<file path="src/rtl/core/dtq_pkg.sv">
// Package for the delta-list timer queue: payload words, status and op codes,
// and the command word that the controller broadcasts to the cell row.
// No dependencies.
`default_nettype none

package dtq_pkg;

  localparam logic OP_INSERT = 1'b0;
  localparam logic OP_REMOVE = 1'b1;

  localparam logic [1:0] STATUS_DONE  = 2'd0;
  localparam logic [1:0] STATUS_FULL  = 2'd1;
  localparam logic [1:0] STATUS_EMPTY = 2'd2;

  typedef struct packed {
    logic        op;
    logic [7:0]  task_id;
    logic [15:0] delay_ticks;
  } dtq_in_t;

  typedef struct packed {
    logic [1:0]  status;
    logic [7:0]  front_task;
    logic [15:0] front_delta;
    logic [4:0]  entry_count;
  } dtq_out_t;

  typedef enum logic [1:0] {
    CELL_HOLD,
    CELL_INSERT,
    CELL_REMOVE
  } cell_op_e;

  typedef struct packed {
    cell_op_e   op;
    logic [7:0] task_id;
  } cell_cmd_t;

endpackage

`default_nettype wire

</file>
<file path="src/rtl/core/dtq_cell.sv">
// One slot of the timer queue: holds a task id and its delta, and takes a new
// entry, its left neighbor or its right neighbor on command.
// Depends on dtq_pkg.
`default_nettype none

module dtq_cell
  import dtq_pkg::*;
#(
  parameter int INDEX      = 0,
  parameter int IDX_W      = 4,
  parameter int DELAY_BITS = 16
) (
  input  wire                   clk_i,
  input  wire cell_cmd_t        cmd_i,
  input  wire [IDX_W-1:0]       pos_i,
  input  wire [DELAY_BITS-1:0]  new_delta_i,
  input  wire [DELAY_BITS-1:0]  sub_i,
  input  wire [7:0]             left_task_i,
  input  wire [DELAY_BITS-1:0]  left_delta_i,
  input  wire [7:0]             right_task_i,
  input  wire [DELAY_BITS-1:0]  right_delta_i,
  output logic [7:0]            task_o,
  output logic [DELAY_BITS-1:0] delta_o
);

  localparam logic [IDX_W:0] MyIdx = (IDX_W+1)'(INDEX);

  logic [7:0]            task_q, task_d;
  logic [DELAY_BITS-1:0] delta_q, delta_d;
  logic [IDX_W:0]        pos_ext;
  logic                  at_pos, after_pos, past_pos;

  assign pos_ext   = {1'b0, pos_i};
  assign at_pos    = (MyIdx == pos_ext);
  assign after_pos = (MyIdx == pos_ext + 1'b1);
  assign past_pos  = (MyIdx > pos_ext);

  always_comb begin
    task_d  = task_q;
    delta_d = delta_q;
    unique case (cmd_i.op)
      CELL_INSERT: begin
        if (at_pos) begin
          task_d  = cmd_i.task_id;
          delta_d = new_delta_i;
        end else if (after_pos) begin
          // the displaced entry now counts from the new one
          task_d  = left_task_i;
          delta_d = left_delta_i - sub_i;
        end else if (past_pos) begin
          task_d  = left_task_i;
          delta_d = left_delta_i;
        end
      end
      CELL_REMOVE: begin
        task_d  = right_task_i;
        delta_d = right_delta_i;
      end
      default: begin
      end
    endcase
  end

  always_ff @(posedge clk_i) begin
    task_q  <= task_d;
    delta_q <= delta_d;
  end

  assign task_o  = task_q;
  assign delta_o = delta_q;

endmodule

`default_nettype wire

</file>
<file path="src/rtl/core/delta_timer_queue_top.sv">
// Top level of the delta-list timer queue: controller, walk registers and the
// row of dtq_cell slots. Depends on dtq_pkg and dtq_cell.
//
// Usage:
//   Input channel in_valid_i / in_stall_o / in_word_i carries one command word:
//   insert task_id with absolute delay_ticks, or remove the front entry.
//   Output channel out_valid_o / out_stall_i / out_word_o returns one word per
//   command: status, front task, front delta and entry count after the command.
//   A word is taken at a clock edge with valid high and stall low.
//   Remove, rejected insert, insert into an empty queue and insert at the tail
//   pass from acceptance through the execute step and the report step to the
//   result word. An insert into the middle walks the slots from the front, one
//   slot per cycle, to the slot it lands in, and then goes to the report step.
//   One command is in flight at a time; in_stall_o stays high until its result
//   word has been loaded into the output register, and the next command can be
//   taken while that word still waits on the receiver.
//   A stall on the output holds the result word and, once another command has
//   finished, holds that command in its report step until the word is taken.
//   Reset empties the queue and clears the running total; slot contents are
//   not cleared and are never read before they are written.
`default_nettype none

module delta_timer_queue_top
  import dtq_pkg::*;
#(
  parameter int QUEUE_DEPTH = 16,
  parameter int DELAY_BITS  = 16
) (
  input  wire          clk_i,
  input  wire          rst_ni,
  input  wire          in_valid_i,
  output logic         in_stall_o,
  input  wire dtq_in_t in_word_i,
  output logic         out_valid_o,
  input  wire          out_stall_i,
  output dtq_out_t     out_word_o
);

  localparam int IDX_W = (QUEUE_DEPTH > 1) ? $clog2(QUEUE_DEPTH) : 1;
  localparam int CNT_W = $clog2(QUEUE_DEPTH + 1);
  localparam logic [CNT_W-1:0] FullCount = CNT_W'(QUEUE_DEPTH);

  localparam logic [1:0] S_IDLE   = 2'd0;
  localparam logic [1:0] S_EXEC   = 2'd1;
  localparam logic [1:0] S_WALK   = 2'd2;
  localparam logic [1:0] S_REPORT = 2'd3;

  logic [1:0]            state_q, state_d;
  logic [CNT_W-1:0]      count_q, count_d;
  logic [DELAY_BITS-1:0] total_q, total_d;
  logic [DELAY_BITS-1:0] rest_q, rest_d;
  logic [IDX_W-1:0]      walk_q, walk_d;
  logic [1:0]            status_q, status_d;
  logic [7:0]            task_q;
  logic                  op_q;
  logic                  out_valid_q;
  dtq_out_t              out_word_q;

  cell_cmd_t             cmd;
  logic [IDX_W-1:0]      pos;
  logic [DELAY_BITS-1:0] new_delta, sub;
  logic [DELAY_BITS-1:0] walk_delta;

  logic [7:0]            cell_task  [QUEUE_DEPTH];
  logic [DELAY_BITS-1:0] cell_delta [QUEUE_DEPTH];

  logic in_take, out_free;

  assign in_stall_o = (state_q != S_IDLE);
  assign in_take    = in_valid_i && !in_stall_o;
  assign out_free   = !out_valid_q || !out_stall_i;
  assign walk_delta = cell_delta[walk_q];

  always_comb begin
    state_d     = state_q;
    count_d     = count_q;
    total_d     = total_q;
    rest_d      = rest_q;
    walk_d      = walk_q;
    status_d    = status_q;
    cmd.op      = CELL_HOLD;
    cmd.task_id = task_q;
    pos         = '0;
    new_delta   = rest_q;
    sub         = '0;
    unique case (state_q)
      S_IDLE: begin
        if (in_take) begin
          rest_d  = DELAY_BITS'(in_word_i.delay_ticks);
          state_d = S_EXEC;
        end
      end
      S_EXEC: begin
        status_d = STATUS_DONE;
        state_d  = S_REPORT;
        if (op_q == OP_REMOVE) begin
          if (count_q == '0) begin
            status_d = STATUS_EMPTY;
          end else begin
            cmd.op  = CELL_REMOVE;
            total_d = total_q - cell_delta[0];
            count_d = count_q - 1'b1;
          end
        end else if (count_q == FullCount) begin
          status_d = STATUS_FULL;
        end else if (count_q == '0) begin
          cmd.op    = CELL_INSERT;
          total_d   = rest_q;
          count_d   = count_q + 1'b1;
        end else if (rest_q >= total_q) begin
          // append at the tail, delta counts from the last entry
          cmd.op    = CELL_INSERT;
          pos       = IDX_W'(count_q);
          new_delta = rest_q - total_q;
          total_d   = rest_q;
          count_d   = count_q + 1'b1;
        end else begin
          walk_d  = '0;
          state_d = S_WALK;
        end
      end
      S_WALK: begin
        if (CNT_W'(walk_q) == count_q) begin
          cmd.op  = CELL_INSERT;
          pos     = walk_q;
          total_d = total_q + rest_q;
          count_d = count_q + 1'b1;
          state_d = S_REPORT;
        end else if (walk_delta >= rest_q) begin
          // split the slot: new entry takes rest, old one keeps the remainder
          cmd.op  = CELL_INSERT;
          pos     = walk_q;
          sub     = rest_q;
          count_d = count_q + 1'b1;
          state_d = S_REPORT;
        end else begin
          rest_d = rest_q - walk_delta;
          walk_d = walk_q + 1'b1;
        end
      end
      S_REPORT: begin
        if (out_free) begin
          state_d = S_IDLE;
        end
      end
      default: begin
        state_d = S_IDLE;
      end
    endcase
  end

  always_ff @(posedge clk_i or negedge rst_ni) begin
    if (!rst_ni) begin
      state_q     <= S_IDLE;
      count_q     <= '0;
      total_q     <= '0;
      out_valid_q <= 1'b0;
    end else begin
      state_q <= state_d;
      count_q <= count_d;
      total_q <= total_d;
      if ((state_q == S_REPORT) && out_free) begin
        out_valid_q <= 1'b1;
      end else if (!out_stall_i) begin
        out_valid_q <= 1'b0;
      end
    end
  end

  always_ff @(posedge clk_i) begin
    rest_q   <= rest_d;
    walk_q   <= walk_d;
    status_q <= status_d;
    if (in_take) begin
      task_q <= in_word_i.task_id;
      op_q   <= in_word_i.op;
    end
    if ((state_q == S_REPORT) && out_free) begin
      out_word_q.status      <= status_q;
      out_word_q.entry_count <= 5'(count_q);
      if (count_q == '0) begin
        out_word_q.front_task  <= '0;
        out_word_q.front_delta <= '0;
      end else begin
        out_word_q.front_task  <= cell_task[0];
        out_word_q.front_delta <= 16'(cell_delta[0]);
      end
    end
  end

  assign out_valid_o = out_valid_q;
  assign out_word_o  = out_word_q;

  for (genvar gi = 0; gi < QUEUE_DEPTH; gi++) begin : g_cell
    logic [7:0]            left_task, right_task;
    logic [DELAY_BITS-1:0] left_delta, right_delta;

    if (gi == 0) begin : g_head
      assign left_task  = '0;
      assign left_delta = '0;
    end else begin : g_mid
      assign left_task  = cell_task[gi-1];
      assign left_delta = cell_delta[gi-1];
    end

    if (gi == QUEUE_DEPTH - 1) begin : g_tail
      assign right_task  = '0;
      assign right_delta = '0;
    end else begin : g_body
      assign right_task  = cell_task[gi+1];
      assign right_delta = cell_delta[gi+1];
    end

    dtq_cell #(
      .INDEX      (gi),
      .IDX_W      (IDX_W),
      .DELAY_BITS (DELAY_BITS)
    ) u_cell (
      .clk_i         (clk_i),
      .cmd_i         (cmd),
      .pos_i         (pos),
      .new_delta_i   (new_delta),
      .sub_i         (sub),
      .left_task_i   (left_task),
      .left_delta_i  (left_delta),
      .right_task_i  (right_task),
      .right_delta_i (right_delta),
      .task_o        (cell_task[gi]),
      .delta_o       (cell_delta[gi])
    );
  end

  a_count_bound : assert property (@(posedge clk_i) disable iff (!rst_ni)
    count_q <= FullCount)
    else $error("entry count beyond queue depth");

  a_count_step : assert property (@(posedge clk_i) disable iff (!rst_ni)
    (count_q == $past(count_q)) || (count_q == $past(count_q) + 1'b1) ||
    (count_q == $past(count_q) - 1'b1))
    else $error("entry count moved by more than one");

  a_walk_range : assert property (@(posedge clk_i) disable iff (!rst_ni)
    (state_q == S_WALK) |-> ((CNT_W'(walk_q) <= count_q) && (count_q != FullCount)))
    else $error("walk pointer past the last entry");

  a_report_loads : assert property (@(posedge clk_i) disable iff (!rst_ni)
    ((state_q == S_REPORT) && out_free) |=> (out_valid_o && (state_q == S_IDLE)))
    else $error("report step did not load the output word");

  a_cells_idle : assert property (@(posedge clk_i) disable iff (!rst_ni)
    ((state_q == S_IDLE) || (state_q == S_REPORT)) |-> (cmd.op == CELL_HOLD))
    else $error("cell row changed outside execution");

endmodule

`default_nettype wire

</file>
<file path="config.mk">
export PLATFORM = sky130hd
export DESIGN_NAME = delta_timer_queue_top
export DESIGN_NICKNAME = d
export VERILOG_FILES = /design/src/rtl/core/dtq_pkg.sv /design/src/rtl/core/dtq_cell.sv /design/src/rtl/core/delta_timer_queue_top.sv
export SDC_FILE = /design/constraint.sdc
export NUM_CORES = 2
export LEC_CHECK = 0
export BUFFER_PORTS_ARGS = -buffer_cell sky130_fd_sc_hd__buf_2
export CORE_AREA = 2 2 344 346
export DETAILED_ROUTE_END_ITERATION = 12
export DIE_AREA = 0 0 346 348
export PLACE_DENSITY = 0.61
export SLEW_MARGIN = 20
export SYNTH_ARGS = -nofsm -noshare
export SYNTH_HDL_FRONTEND = slang
export SYNTH_SLANG_ARGS = --single-unit
</file>
<file path="constraint.sdc">
create_clock -name clk_i -period 8.2 [get_ports clk_i]
set_input_delay 1.64 -clock clk_i [delete_from_list [all_inputs] [get_ports clk_i]]
set_output_delay 1.64 -clock clk_i [all_outputs]
set_load 0.05 [all_outputs]
</file>
==> metrics.md <==
| Metric | Value |
|---|---|
| CTS Buf Count | `58` |
| YS warnings | `0` |
| Pre-antenna DRT Iters | `7` |
| Nets in the synthesized netlist | `4682` |
| Starting Density | `34.7%` |
| Final Hold Viols | `0` |
| Grt total ovfl | `0` |
| Drt drc | `0` |
| Area of the multi-input gates | `24900 um2` |
| First-pass GRT wire length | `203000 um` |
| Vias in the first global route | `roughly 33k` |
| Synth area leaders | `edfxtp_1 33%, ha_1 9.6%, nand2_1 4.5%, mux4_2 4.4%, mux2i_1 4.2%` |
| Final std cells w/o fill | `5888` |
| Post-synthesis area per instance | `9.38 um2` |
| Dpl cells | `5777` |
| Die area | `120000 um2` |
| CP Capture Type | `register` |
| Share of layout cells above drive strength 1 | `11.3%` |
| # H-tree levels | `2` |
| DRT iter0 DRCs | `approximately 3.7k` |
| Largest net degree at the start of global routing | `262` |
| Worst-path maximum fanout | `34` |
| Initial antenna violation count | `3` |
| CTS tree | `built` |
| Register area share after synthesis | `~35%` |
| Synth Instances | `4324` |
| Fraction of registers with async set/reset | `~5.1%` |
| DP Wirelength | `just over 100000 um` |
| Post-route clock period utilization | `94.7%` |
| Setup Buffers After CTS | `0` |
| IO buf count | `61` |
| Seq cells post-synth | `between 400 and 500` |
| Drt total wl | `about 130000 um` |
| CP arrival | `8160 ps` |
| Area share of the leading cell type in the synthesized netlist | `approximately a third` |
| Post-synth EDFFs | `446` |
| Synth Flop Type | `edfxtp_1` |
| Critical path type | `reg -> reg` |
| Post-CTS Hold Buffers | `0` |
| Status | `finished, final reports clean` |
| Core Footprint | `117000 um2` |
| Setup Viol. Count Final | `0` |
| FF/Latch Area | `between 10000 and 15000 um2` |
| Die height | `348 um` |
| Die extent in x | `346 um` |
| RSZ-0062 raised after global routing | `no` |
| Avg WL per Cell | `22.9 um` |
| Area Overhead vs Synth | `10.7%` |
| Insertion delay to the later sink of the worst-skew pair | `roughly 670 ps` |
| # rows | `around 130` |
| Setup TNS | `0 ps` |
| Reg clk slew, reported paths | `70 ps` |
| Max-Slew Margin vs Limit | `21.9%` |
| Fmax | `0.129 GHz` |
| Clock skew | `35.5 ps` |
| Post-CTS sizing | `0` |
| CTS Buffer Depth | `3` |
| Synth Cell Area | `40500 um2` |
| Gr usage total | `21.6%` |
| Top cells by count, synth | `486 x nand2_1, 446 x edfxtp_1, 313 x nor2_1` |
| Clk root buf | `clkbuf_16` |
| Startpoint Class | `register` |
| CTS Sinks | `470` |
| Filler Cell Count | `11.5k` |
| Vias/cell | `5.96` |
| # IOs | `62` |
| Slew Limit Fails | `0` |
| Fin crit period | `7760 ps` |
| Remaining antenna violation count after routing | `0` |
| Max-cap violation count | `0` |
| Post-synth cell types | `115` |
| Most frequent cell after synthesis | `nand2_1` |
| Req. time, crit path | `about 8600 ps` |
| Dominant cell type by area after synthesis | `edfxtp_1` |
| Nets | `4659` |
| RePlAce Congestion | `0.957` |
| Hold WC Path Type | `reg -> reg` |
| Slew @ Worst Pin | `1170 ps` |
| Total number of vias | `35.1k` |
-- kinds of logic after synthesis --
kind of cell	count (synthesis)	share of synthesized area, %
XOR/XNOR	242	5.23
adder cells (fa/ha/maj)	329	10.5
flip-flops	470	34.5
AND/OR/NAND/NOR	1272	14.7
buffers and inverters	441	4.48
AO/OA/AOI/OAI	1289	21.1
multiplexers	281	9.51
-- metrics by stage --
stage                     worst slack (ps)  util, %  instance area [um2]  hold WS [ps]
after CTS                              431     38.4                44900           422
final                                  435     38.4                44900           423
after global routing                   143     38.4                44900           431
after floorplan                        557        -                40500           400
after global placement                 602     36.6                42800           405
after detailed placement               485     36.6                42800           407
-- placed cells by master, fill, tap and decap left out, types with 74 or more instances in the layout --
master and instances:
nand2_1 486, edfxtp_1 446, nor2_1 309, ha_1 308
o21ai_0 298, a21oi_1 275, inv_1 173, mux2i_1 165
xnor2_1 159, nor3_1 123, a211oi_1 120, buf_4 110
xor2_1 83, mux4_2 80, o31ai_1 78, nand3_1 74
-- cell type report --
| type | count | area share, % |
|---|---|---|
| repair buffers | 179 | 2.88 |
| well taps | 1536 | 4.28 |
| inverters | 179 | 1.50 |
| multi-input cells | 3413 | 55.5 |
| flip-flops and latches | 470 | 31.2 |
| diodes | 1 | 0.00557 |
| clock buffers | 73 | 3.52 |
| clock inverters | 37 | 1.15 |
-- state kept, by name, summed over array words and instances, names as in the netlist, 4 cells and up --
name and flops:
g_cell.u_cell.delta_o 256, g_cell.u_cell.task_o 128, out_word_o 31, rest_q 16, total_q 16, task_q 8, count_q 5, walk_q 4
-- final timing paths --
kind / end / startpoint / slack (ps) / cells after the start
worst max-delay path: g_cell[9].u_cell.delta_o[15] / walk_q[0] / 440 / 22
worst min-delay path: out_word_o[29] / status_q[0] / 420 / 0
worst max register to register: g_cell[9].u_cell.delta_o[15] / walk_q[0] / 440 / 22
worst min register to register: out_word_o[29] / status_q[0] / 420 / 0
max in group asynchronous: total_q[15] / rst_ni / 6780 / 1
min in group asynchronous: total_q[4] / rst_ni / 980 / 1
-- critical path, stage by stage (launching register included) --
cell,delay [ps]
edfxtp_1,400
buf_12,310
buf_12,300
mux4_2,520
mux4_2,520
inv_1,100
ha_1,290
a21o_1,240
nor3_1,180
a21oi_2,140
a211o_2,450
a21boi_1,310
buf_4,330
nand2_1,470
ha_1,430
or4_1,520
o221a_2,310
o31a_1,280
o41ai_1,560
o21ai_0,230
xnor2_1,180
o2111ai_1,200
nand3_1,100
-- routing by layer --
layer	global-route usage [%]	routed length (um)	part of all wire [%]	vias to the layer above
met3	3.13	11100	8.2	246
met2	35.3	62300	46	1611
met5	0	0	0	-
met1	29.3	57300	42	17049
met4	6.98	4250	3.2	0
li1	-	-	-	16209
Power is not shown: default switching activity piles up to over one toggle a cycle in this logic, so the estimate is an artifact.
